==> src/hdl/aip_pkg.sv <==
`default_nettype none
// ----------------------------------------------------------------------------
// aip_pkg
// Shared beat types, character codes and base codes for the ASCII integer
// parser.
// ----------------------------------------------------------------------------
package aip_pkg;

    // Width of the base configuration register.
    localparam int unsigned BASE_BITS = 6;

    // Values of the base register that the parser understands.
    localparam logic [BASE_BITS-1:0] CFG_BASE_AUTO = 6'd0;
    localparam logic [BASE_BITS-1:0] CFG_BASE_OCT  = 6'd8;
    localparam logic [BASE_BITS-1:0] CFG_BASE_DEC  = 6'd10;
    localparam logic [BASE_BITS-1:0] CFG_BASE_HEX  = 6'd16;

    // Character codes.
    localparam logic [7:0] CH_0     = 8'h30;  // '0'
    localparam logic [7:0] CH_7     = 8'h37;  // '7'
    localparam logic [7:0] CH_9     = 8'h39;  // '9'
    localparam logic [7:0] CH_UP_A  = 8'h41;  // 'A'
    localparam logic [7:0] CH_UP_F  = 8'h46;  // 'F'
    localparam logic [7:0] CH_UP_X  = 8'h58;  // 'X'
    localparam logic [7:0] CH_LO_A  = 8'h61;  // 'a'
    localparam logic [7:0] CH_LO_F  = 8'h66;  // 'f'
    localparam logic [7:0] CH_LO_X  = 8'h78;  // 'x'

    // One input beat: a character and the start-of-string flag.
    typedef struct packed {
        logic [7:0] char_code;
        logic       starts_string;
    } t_in_item;

    // One result beat: the converted value and where parsing stopped.
    typedef struct packed {
        logic signed [63:0] parsed_value;
        logic [15:0]        end_offset;
    } t_out_item;

endpackage : aip_pkg
`default_nettype wire

==> src/hdl/aip_core.sv <==
`default_nettype none
// ----------------------------------------------------------------------------
// aip_core
// Conversion state and result register. Each step takes one character,
// updates the accumulator with a shift-and-add when it is a digit of the
// chosen base, and emits a result beat at the first non-digit past the prefix.
// ----------------------------------------------------------------------------
module aip_core
    import aip_pkg::*;
#(
    parameter int unsigned VALUE_BITS = 64,
    parameter int unsigned COUNT_BITS = 16
) (
    input  wire logic                 i_clk,
    input  wire logic                 i_rst_n,
    input  wire logic                 i_step,
    input  wire t_in_item             i_item,
    input  wire logic [BASE_BITS-1:0] i_number_base,
    output logic                      o_res_valid,
    input  wire logic                 i_res_ready,
    output t_out_item                 o_res_data
);

    typedef enum logic [1:0] {
        PH_IDLE,
        PH_PREFIX,
        PH_DIGITS
    } t_phase;

    typedef enum logic [1:0] {
        AB_NONE,
        AB_OCT,
        AB_DEC,
        AB_HEX
    } t_base;

    // Digit decode: bit 4 flags a valid digit, bits 3:0 hold its value.
    function automatic logic [4:0] digit_of(input logic [7:0] c, input t_base b);
        logic [4:0] r;
        r = 5'd0;
        case (b)
            AB_HEX: begin
                if (c inside {[CH_0:CH_9]}) begin
                    r = {1'b1, 4'(c - CH_0)};
                end else if (c inside {[CH_LO_A:CH_LO_F]}) begin
                    r = {1'b1, 4'(c - CH_LO_A + 8'd10)};
                end else if (c inside {[CH_UP_A:CH_UP_F]}) begin
                    r = {1'b1, 4'(c - CH_UP_A + 8'd10)};
                end
            end
            AB_DEC: begin
                if (c inside {[CH_0:CH_9]}) begin
                    r = {1'b1, 4'(c - CH_0)};
                end
            end
            AB_OCT: begin
                if (c inside {[CH_0:CH_7]}) begin
                    r = {1'b1, 4'(c - CH_0)};
                end
            end
            default: r = 5'd0;
        endcase
        return r;
    endfunction

    t_phase                r_phase, n_phase;
    t_base                 r_base, n_base;
    logic [VALUE_BITS-1:0] r_acc, n_acc;
    logic [COUNT_BITS-1:0] r_count, n_count;
    logic                  r_res_valid;
    t_out_item             r_res_data;

    logic                  w_emit;
    t_base                 w_take_base;
    logic [VALUE_BITS-1:0] w_acc_in;
    logic [COUNT_BITS-1:0] w_cnt_in;
    logic                  w_take;
    logic [4:0]            w_digit;
    logic [VALUE_BITS-1:0] w_scaled;
    logic [COUNT_BITS-1:0] w_cnt_inc;
    logic [31:0]           w_cnt_wide;
    t_base                 w_cfg_base;

    // Map the base register to a base code.
    always_comb begin
        case (i_number_base)
            CFG_BASE_OCT: w_cfg_base = AB_OCT;
            CFG_BASE_DEC: w_cfg_base = AB_DEC;
            CFG_BASE_HEX: w_cfg_base = AB_HEX;
            default:      w_cfg_base = AB_NONE;
        endcase
    end

    // Pick the base, accumulator and count that the digit step works from.
    always_comb begin
        n_phase     = r_phase;
        n_base      = r_base;
        w_take      = 1'b0;
        w_take_base = r_base;
        w_acc_in    = r_acc;
        w_cnt_in    = r_count;
        if (i_step) begin
            if (i_item.starts_string) begin
                w_acc_in = '0;
                w_cnt_in = '0;
                n_phase  = PH_DIGITS;
                if (i_number_base == CFG_BASE_AUTO) begin
                    if (i_item.char_code == CH_0) begin
                        n_base  = AB_OCT;
                        n_phase = PH_PREFIX;
                    end else begin
                        n_base = AB_DEC;
                        w_take = 1'b1;
                    end
                end else begin
                    n_base = w_cfg_base;
                    w_take = 1'b1;
                end
                w_take_base = n_base;
            end else if (r_phase == PH_PREFIX) begin
                n_phase = PH_DIGITS;
                if (i_item.char_code == CH_LO_X || i_item.char_code == CH_UP_X) begin
                    n_base = AB_HEX;
                end else begin
                    n_base = AB_OCT;
                    w_take = 1'b1;
                end
                w_take_base = n_base;
            end else if (r_phase == PH_DIGITS) begin
                w_take = 1'b1;
            end
        end
    end

    // Digit step: value times base plus digit, or finish on a non-digit.
    always_comb begin
        w_digit   = digit_of(i_item.char_code, w_take_base);
        w_cnt_inc = (w_cnt_in == '1) ? w_cnt_in : w_cnt_in + 1'b1;
        case (w_take_base)
            AB_HEX:  w_scaled = w_acc_in << 4;
            AB_DEC:  w_scaled = (w_acc_in << 3) + (w_acc_in << 1);
            default: w_scaled = w_acc_in << 3;
        endcase
        n_acc   = w_acc_in;
        n_count = w_cnt_in;
        w_emit  = 1'b0;
        if (i_step) begin
            if (w_take) begin
                if (w_digit[4]) begin
                    n_acc   = w_scaled + VALUE_BITS'(w_digit[3:0]);
                    n_count = w_cnt_inc;
                end else begin
                    w_emit = 1'b1;
                end
            end else if (i_item.starts_string || r_phase == PH_PREFIX) begin
                // Prefix character consumed without a digit.
                n_count = w_cnt_inc;
            end
        end
        w_cnt_wide = 32'(w_cnt_in);
    end

    // Conversion state and result register.
    always_ff @(posedge i_clk) begin
        if (!i_rst_n) begin
            r_phase     <= PH_IDLE;
            r_base      <= AB_NONE;
            r_acc       <= '0;
            r_count     <= '0;
            r_res_valid <= 1'b0;
        end else begin
            r_base  <= n_base;
            r_acc   <= n_acc;
            r_count <= n_count;
            if (w_emit) begin
                r_phase     <= PH_IDLE;
                r_res_valid <= 1'b1;
            end else begin
                r_phase <= n_phase;
                if (i_res_ready) begin
                    r_res_valid <= 1'b0;
                end
            end
        end
    end

    always_ff @(posedge i_clk) begin
        if (w_emit) begin
            r_res_data.parsed_value <= 64'(signed'(w_acc_in));
            r_res_data.end_offset   <= w_cnt_wide[15:0];
        end
    end

    assign o_res_valid = r_res_valid;
    assign o_res_data  = r_res_data;

endmodule : aip_core
`default_nettype wire

==> src/hdl/ascii_integer_parser.sv <==
`default_nettype none
// ----------------------------------------------------------------------------
// ascii_integer_parser
// Converts a stream of ASCII characters into an unsigned integer in base 8,
// 10 or 16, with automatic base detection from a "0x" or "0" prefix.
// ----------------------------------------------------------------------------
// The parser takes one character beat per clock cycle while its input is not
// stalled. An accepted beat is held in the input register, and the conversion
// step (a shift-and-add on the accumulator) runs as the beat leaves it. When
// that beat is the first character that is not a digit, the step loads the
// result register, from which the result is shown. The accumulator
// loop closes within the step, which sets the rate of an unstalled input
// at one character per cycle. The base register is sampled when a
// start-of-string beat leaves the input register. The input stalls only while
// a result waits in the result register and is not being taken.
module ascii_integer_parser
    import aip_pkg::*;
#(
    parameter int unsigned VALUE_BITS = 64,
    parameter int unsigned COUNT_BITS = 16
) (
    input  wire logic                 i_clk,
    input  wire logic                 i_rst_n,
    input  wire logic                 i_in_valid,
    output logic                      o_in_ready,
    input  wire t_in_item             i_in_data,
    output logic                      o_out_valid,
    input  wire logic                 i_out_ready,
    output t_out_item                 o_out_data,
    input  wire logic                 i_cfg_valid,
    output logic                      o_cfg_ready,
    input  wire logic [BASE_BITS-1:0] i_cfg_data
);

    logic                 r_in_valid;
    t_in_item             r_in_item;
    logic [BASE_BITS-1:0] r_number_base;
    logic                 w_step;
    logic                 w_res_valid;

    // A held beat moves on when the result register can take a result.
    assign w_step     = r_in_valid && (!w_res_valid || i_out_ready);
    assign o_in_ready = !r_in_valid || w_step;

    // Input register.
    always_ff @(posedge i_clk) begin
        if (!i_rst_n) begin
            r_in_valid <= 1'b0;
        end else if (i_in_valid && o_in_ready) begin
            r_in_valid <= 1'b1;
        end else if (w_step) begin
            r_in_valid <= 1'b0;
        end
    end

    always_ff @(posedge i_clk) begin
        if (i_in_valid && o_in_ready) begin
            r_in_item <= i_in_data;
        end
    end

    // Base configuration register.
    assign o_cfg_ready = 1'b1;

    always_ff @(posedge i_clk) begin
        if (!i_rst_n) begin
            r_number_base <= CFG_BASE_AUTO;
        end else if (i_cfg_valid) begin
            r_number_base <= i_cfg_data;
        end
    end

    // Conversion step and result register.
    aip_core #(
        .VALUE_BITS (VALUE_BITS),
        .COUNT_BITS (COUNT_BITS)
    ) u_core (
        .i_clk         (i_clk),
        .i_rst_n       (i_rst_n),
        .i_step        (w_step),
        .i_item        (r_in_item),
        .i_number_base (r_number_base),
        .o_res_valid   (w_res_valid),
        .i_res_ready   (i_out_ready),
        .o_res_data    (o_out_data)
    );

    assign o_out_valid = w_res_valid;

endmodule : ascii_integer_parser
`default_nettype wire

==> config.mk <==
export PLATFORM = sky130hd
export DESIGN_NAME = ascii_integer_parser
export DESIGN_NICKNAME = d
export VERILOG_FILES = /design/src/hdl/aip_pkg.sv /design/src/hdl/aip_core.sv /design/src/hdl/ascii_integer_parser.sv
export SDC_FILE = /design/constraint.sdc
export NUM_CORES = 1
export LEC_CHECK = 0
export ABC_CLOCK_PERIOD_IN_PS = 18690
export BUFFER_PORTS_ARGS = -buffer_cell sky130_fd_sc_hd__buf_2
export CORE_MARGIN = 3
export CORE_UTILIZATION = 41
export CTS_BUF_LIST = sky130_fd_sc_hd__clkbuf_2 sky130_fd_sc_hd__clkbuf_4 sky130_fd_sc_hd__clkbuf_8
export CTS_CLUSTER_DIAMETER = 80
export DETAILED_ROUTE_END_ITERATION = 6
export GPL_ROUTABILITY_DRIVEN = 0
export GPL_TIMING_DRIVEN = 0
export REMOVE_ABC_BUFFERS = 1
export SYNTH_ARGS = -nofsm -noshare
export SYNTH_HDL_FRONTEND = slang
export SYNTH_SLANG_ARGS = --single-unit
export TNS_END_PERCENT = 30
==> constraint.sdc <==
create_clock -name i_clk -period 18.69 [get_ports i_clk]
set_clock_uncertainty 0.1 [all_clocks]
set_input_delay 0 -clock i_clk [delete_from_list [all_inputs] [get_ports i_clk]]
set_output_delay 0 -clock i_clk [all_outputs]
set_load 0.01 [all_outputs]
==> results of run 1 <==
## power groups by stage
stage	clock network [mW]	logic, mW	registers [mW]
after detailed placement	0	0.0985	0.437
after global placement	0	0.0903	0.438
after global routing	0.328	0.113	0.430
final	0.306	0.105	0.428
after CTS	0.316	0.103	0.428
after floorplan	0	0.0541	0.439
## repair_timing
item / 4_1_cts / 5_1_grt
endpoints found under the hold margin: 36 / 0
buffers inserted: 0 / 0
hold buffers: 24 / 0
## worst paths after layout
kind,end,cells past startpoint
hold reg to reg,u_core.r_acc[42]$_SDFF_PN0_,2
setup / recovery,u_core.r_acc[57]$_SDFF_PN0_,17
hold / removal,r_in_item[1]$_DFFE_PP_,2
setup reg to reg,u_core.r_acc[57]$_SDFF_PN0_,17
## routing by layer
| metal | vias to the layer above | wire, µm | global-route usage | share of wire |
|---|---|---|---|---|
| met2 | 813 | 24800 | 0.414 | 0.44 |
| met5 | - | 0 | 0 | 0 |
| met3 | 109 | 4470 | 0.0407 | 0.080 |
| met4 | 0 | 1990 | 0.0976 | 0.036 |
| li1 | 7666 | - | - | - |
| met1 | 7866 | 24600 | 0.360 | 0.44 |
## area by class of cell
| cell class | instances | area share |
|---|---|---|
| clock buffers | 17 | 0.0133 |
| clock inverters | 15 | 0.0129 |
| inverters | 72 | 0.0156 |
| multi-input cells | 1636 | 0.606 |
| flip-flops and latches | 181 | 0.256 |
| well taps | 511 | 0.0363 |
| repair buffers | 139 | 0.0595 |
## through the flow
stage | util | total power, mW | setup WS [ns] | hold WS, ns
final | 0.464 | 0.839 | 10.26 | 0.0788
after detailed placement | 0.446 | 0.536 | 10.63 | 0.0807
after global placement | 0.435 | 0.528 | 2.75 | 0.0795
after global routing | 0.464 | 0.870 | 10.07 | 0.0761
after floorplan | - | 0.494 | 10.36 | -0.00113
after CTS | 0.464 | 0.848 | 10.58 | 0.0340
## Yosys cell counts, drive strengths merged (7+ instances only)
master     n
o221ai    13
and4      10
nor3b     12
o21bai    15
a31oi     21
nor2     184
xor2      48
mux2i     32
a21oi    146
nand2b    15
o21ai    118
nand4     47
nand2    176
o211ai    35
buf       33
o311ai     8
xnor2     57
and3b      8
a21boi     7
a221oi    12
a311oi     9
or3       30
nor3      77
ha        66
and3      30
and2      79
o21a       8
nor2b     11
a22oi     33
nand3b     8
o31a      11
nand3     65
inv       71
dfxtp     92
or4       10
edfxtp    89
a2111oi    8
o31ai     14
o2111ai   14
or2       11
nor4      18
clkbuf   108
a211oi    29
a21o      44
## flip-flops by register name, indices dropped and copies added, names as in the netlist
| register | cells |
|---|---|
| u_core.r_phase | 2 |
| u_core.r_acc | 64 |
| r_in_item | 9 |
| u_core.o_res_valid | 1 |
| r_in_valid | 1 |
| u_core.o_res_data | 80 |
| u_core.r_count | 16 |
| r_number_base | 6 |
| u_core.r_base | 2 |
## logic make-up (layout without fill, tap and decap cells)
group | after synthesis | after routing
compound gates | 613 | 613
flops | 181 | 181
mux | 33 | 33
buf+inv | 213 | 243
fa+ha+maj | 68 | 68
xor+xnor | 105 | 105
simple gates | 816 | 816
other cells | 1 | 1
==> impl_metrics.json, run 1 <==
{
  "outcome": "finished clean",
  "drv_cap": 0,
  "placed_cell_area_um2": 16900,
  "yosysTopAreaCellShare": 0.168,
  "yosysTopAreaCell": "edfxtp_1",
  "clkSlewWorstSetupHoldPaths_ns": 0.12,
  "synthMuxAreaShare": 0.0208,
  "drv_slew": 0,
  "fin_nets": 2134,
  "initial_core_util": 0.420,
  "avgSynthCellArea_um2": 7.84,
  "critical_path.max_fanout": 31,
  "antenna_left": 0,
  "crit_top_cell": "a21o_1",
  "place_inst": 2515,
  "final_common_cell": "nor2_1",
  "switchingPower_uw": 262,
  "min_path_type": "in2reg",
  "timing_hold_violations_final": 0,
  "grt_overflow": 0,
  "synth_top_family_by_area": "simple AND/OR/NAND/NOR gates",
  "fp-row-count": 71,
  "critPathLaunchType": "register",
  "layout_common_cells": "181 x nor2_1, 174 x nand2_1, 144 x a21oi_1, 101 x buf_2, 99 x o21ai_0",
  "worstSetupPathType": "reg2reg",
  "async_flop_share": 0,
  "synthCells": 2030,
  "r2r_slack_ns": 10.26,
  "seq_area_frac_synth": 0.284,
  "drtPass1Iterations": 6,
  "power_density_nw_per_um2": 47.6,
  "num_antenna_cells": 0,
  "rsz0062_at_grt": "false",
  "layout_min_cycle_time_ns": 8.43,
  "cts.sinks": 181,
  "htreeDepth": 4,
  "crit_chain": "nand2_1 -> nor2_4 -> nor2_1 -> ha_1 -> a21o_1 -> a21o_1 -> and4_1 -> nor3_1 -> o31ai_2 -> xor2_1 -> mux2i_1 -> a211oi_1 -> nand4_1 -> or4_1 -> nor4_1 -> a31o_1 -> o311ai_1",
  "slowest_stage": "nor4_1",
  "drive_above_1_share": 0.101,
  "critPathTopFamily": "simple AND/OR/NAND/NOR gates",
  "setup_violations": 0,
  "cp-end-kind": "register",
  "die_w_um": 203,
  "cp_num_buf_inv": 0,
  "drc": 0,
  "syn-cell-area_um2": 15900,
  "yosysUniqueCellTypes": 104,
  "timing.setup.tns_ns": 0,
  "die_area_um2": 41200,
  "synthSimpleGateAreaFrac": 0.267,
  "swShare": 0.312,
  "cts_resized": 0,
  "fmax_mhz": 119,
  "synth_edf_count": 89,
  "cpPeakStageDelay_ns": 1.05,
  "tightest_slew_ns": 1.31,
  "antenna_found_initial": 0,
  "required_ns": 18.98,
  "cts_tree": "done",
  "routedWlPerCell_um": 21.7,
  "dpl.hpwl_um": 40700,
  "clk_latency_ns": 0.53,
  "finalNonFillerCells": 2571,
  "clockBufferDepth": 2,
  "io_buffers": 101,
  "min_from": "i_in_data[1]",
  "multiInputGateArea_um2": 10700,
  "core_region_area_um2": 37900,
  "cts_root_buffer": "clkbuf_8",
  "post-route-period-util": 0.451,
  "synth.top_cells.by_area": "edfxtp_1 17%, dfxtp_1 12%, ha_1 5.2%, a21oi_1 4.6%, nor2_1 4.3%",
  "r2r_start": "r_in_item[0]$_DFFE_PP_",
  "p_leak_nw": 6.86,
  "die_h_um": 203,
  "via_per_inst": 6.40,
  "synthXorXnorAreaFrac": 0.0578,
  "syn2layout_area_growth_pct": 10.6,
  "cp-startpoint": "r_in_item[0]$_DFFE_PP_",
  "ys.flop_type": "dfxtp_1",
  "cp.arrival_ns": 8.72,
  "yosys.area_share.adder": 0.0538,
  "internal_power_uw": 577,
  "grt_first_pass_wirelength_um": 86100,
  "combPwrFrac": 0.125,
  "grt_max_degree": 89,
  "synth-compound-area-share": 0.264,
  "finalWirelength_um": 55900,
  "fillers": 3722,
  "ir_drop_v": 0.0000439,
  "ys_ff_latch": 181,
  "clkPwrFrac": 0.364,
  "pin_count": 103,
  "yosysWarnings": 0,
  "grt_usage": 0.261,
  "postLayoutCellArea_um2": 17600,
  "vias": 16500,
  "drt_iter0_drc": 1873,
  "p_seq_frac": 0.511,
  "grt_pass1_vias": 15000,
  "max-slew-margin-rel": 0.116,
  "seqCellArea_um2": 4510,
  "numCtsBuffers": 17
}
Note: power is estimated with default switching activity, not from simulation.
==> run 2: changes to the inputs <==
--- a/config.mk
+++ b/config.mk
@@ -5,7 +5,7 @@
 export SDC_FILE = /design/constraint.sdc
 export NUM_CORES = 1
 export LEC_CHECK = 0
-export ABC_CLOCK_PERIOD_IN_PS = 18690
+export ABC_CLOCK_PERIOD_IN_PS = 8330
 export BUFFER_PORTS_ARGS = -buffer_cell sky130_fd_sc_hd__buf_2
 export CORE_MARGIN = 3
 export CORE_UTILIZATION = 41
==> constraint.sdc (replaced) <==
create_clock -name i_clk -period 8.33 [get_ports i_clk]
set_clock_uncertainty 0.1 [all_clocks]
set_input_delay 0 -clock i_clk [delete_from_list [all_inputs] [get_ports i_clk]]
set_output_delay 0 -clock i_clk [all_outputs]
set_load 0.01 [all_outputs]
==> run 2 against run 1 <==
Against the previous run:
- first-iteration DRC count shrank 3.8%
- critical path type unchanged
- combinational power rose by 120%
- global-route usage is the same
- largest cell class unchanged
- critical endpoint unchanged
- critical path depth unchanged
==> impl_metrics.json, run 2 (synthesized netlist as in run 1, its figures left out) <==
{
  "outcome": "finished clean",
  "p_seq_frac": 0.510,
  "drtPass1Iterations": 6,
  "fillers": 3723,
  "crit_top_cell": "a21o_1",
  "vias": 16400,
  "grtUsageMet3": 0.0407,
  "io_buffers": 101,
  "timing_hold_violations_final": 0,
  "cpPeakStageDelay_ns": 1.05,
  "drv_slew": 0,
  "setup_violations": 0,
  "drive_above_1_share": 0.101,
  "clockBufferDepth": 2,
  "fmax_mhz": 124,
  "fp-row-count": 71,
  "critPathLaunchType": "register",
  "switchingPower_uw": 589,
  "grt_usage": 0.261,
  "cts_tree": "done",
  "layout_min_cycle_time_ns": 8.06,
  "die_h_um": 203,
  "clk_latency_ns": 0.53,
  "layout_common_cells": "181 x nor2_1, 174 x nand2_1, 144 x a21oi_1, 101 x buf_2, 99 x o21ai_0",
  "fin_util": 0.464,
  "worstSetupPathType": "reg2reg",
  "p_leak_nw": 6.86,
  "critical_path.max_fanout": 20,
  "die_w_um": 203,
  "final_common_cell": "nor2_1",
  "grt_use_met2": 0.414,
  "combPwrFrac": 0.125,
  "busiest_layer": "met2",
  "cts_resized": 0,
  "largest_reg_flops": 80,
  "initial_core_util": 0.420,
  "use_met1": 0.360,
  "drt_iter0_drc": 1801,
  "drc": 0,
  "ir_drop_v": 0.0000992,
  "grt_pass1_vias": 15000,
  "num_antenna_cells": 0,
  "cp_num_buf_inv": 0,
  "clkPwrFrac": 0.365,
  "crit_chain": "nand2_1 -> nor2_4 -> nor2_1 -> ha_1 -> a21o_1 -> a21o_1 -> and4_1 -> nor3_1 -> o31ai_2 -> xor2_1 -> mux2i_1 -> a211oi_1 -> nand4_1 -> or4_1 -> nor4_1 -> a31o_1 -> o311ai_1",
  "required_ns": 8.62,
  "drv_cap": 0,
  "grt_overflow": 0,
  "grt_first_pass_wirelength_um": 86100,
  "antenna_left": 0,
  "via_per_inst": 6.39,
  "post-route-period-util": 0.967,
  "routedWlPerCell_um": 21.7,
  "die_area_um2": 41200,
  "slowest_stage": "nor4_1",
  "htreeDepth": 4,
  "power_density_nw_per_um2": 107,
  "pin_count": 103,
  "cts.sinks": 181,
  "grt_max_degree": 89,
  "finalWirelength_um": 55800,
  "cp-end-kind": "register",
  "syn2layout_area_growth_pct": 10.7,
  "min_path_type": "in2reg",
  "core_region_area_um2": 37900,
  "p_total_mw": 1.88,
  "cp.arrival_ns": 8.35,
  "rsz0062_at_grt": "false",
  "tightest_slew_ns": 1.31,
  "postCtsSetupRepairBufs": 0,
  "cts_root_buffer": "clkbuf_8",
  "numCtsBuffers": 17,
  "antenna_found_initial": 0,
  "dpl.hpwl_um": 40700,
  "internal_power_mw": 1.29,
  "critPathTopFamily": "simple AND/OR/NAND/NOR gates",
  "clkSlewWorstSetupHoldPaths_ns": 0.12,
  "fin_nets": 2135,
  "max-slew-margin-rel": 0.121,
  "swShare": 0.313
}
run 2: final timing paths:
path	cells after the start	slack, ns	startpoint	endpoint
worst max-delay path	17	0.27	r_in_item[0]$_DFFE_PP_	u_core.r_acc[57]$_SDFF_PN0_
worst min-delay path	2	0.08	i_in_data[1]	r_in_item[1]$_DFFE_PP_
worst max register to register	17	0.27	r_in_item[0]$_DFFE_PP_	u_core.r_acc[57]$_SDFF_PN0_
worst min register to register	2	0.35	u_core.r_acc[52]$_SDFF_PN0_	u_core.r_acc[52]$_SDFF_PN0_
run 2: per-layer routing:
metal | vias up | share of wire
met2 | 765 | 0.44
met1 | 7894 | 0.44
li1 | 7661 | -
met5 | - | 0
met3 | 121 | 0.079
met4 | 0 | 0.038
run 2: repair_timing:
item / 4_1_cts / 5_1_grt
hold endpoints to repair: 36 / 0
hold buffers: 24 / 0
setup endpoints to repair: 0 / 5
run 2: power by group through the flow:
stage / Clock (mW) / Sequential (mW) / Combinational, mW
final: 0.687 / 0.961 / 0.235
after global routing: 0.736 / 0.964 / 0.253
after CTS: 0.709 / 0.961 / 0.231
after detailed placement: 0 / 0.981 / 0.221
after global placement: 0 / 0.982 / 0.202
after floorplan: 0 / 0.986 / 0.121
run 2: final cells by class:
| cell class | count | area [µm²] | share of cell area |
|---|---|---|---|
| multi-input cells | 1637 | 10700 | 0.606 |
| flip-flops and latches | 181 | 4510 | 0.256 |
| repair buffers | 139 | 1050 | 0.0595 |
| well taps | 511 | 639 | 0.0363 |
| inverters | 72 | 275 | 0.0156 |
| clock buffers | 17 | 234 | 0.0133 |
| clock inverters | 15 | 226 | 0.0129 |
run 2: stage by stage:
step                hold WS [ns]  cell area, µm²  setup slack [ns]  cells  TNS (ns)
global route              0.0761           17600            0.0582   2572         0
finish                    0.0752           17600             0.273   2572         0
global placement          0.0795           16500             -7.61   2501   -623.87
CTS                       0.0340           17600             0.217   2571         0
floorplan               -0.00113           15400          -0.00444   1889  -0.00888
detailed placement        0.0807           16900             0.268   2515         0
run 2: worst register-to-register path, cell delays in order, from the launching register on:
cell and delay, ns:
edfxtp_1 0.81, nand2_1 0.76, nor2_4 0.72, nor2_1 0.12, ha_1 0.28, a21o_1 0.20, a21o_1 0.22, and4_1 0.27
nor3_1 0.68, o31ai_2 0.30, xor2_1 0.20, mux2i_1 0.11, a211oi_1 0.46, nand4_1 0.52, or4_1 0.77, nor4_1 1.05
a31o_1 0.26, o311ai_1 0.09
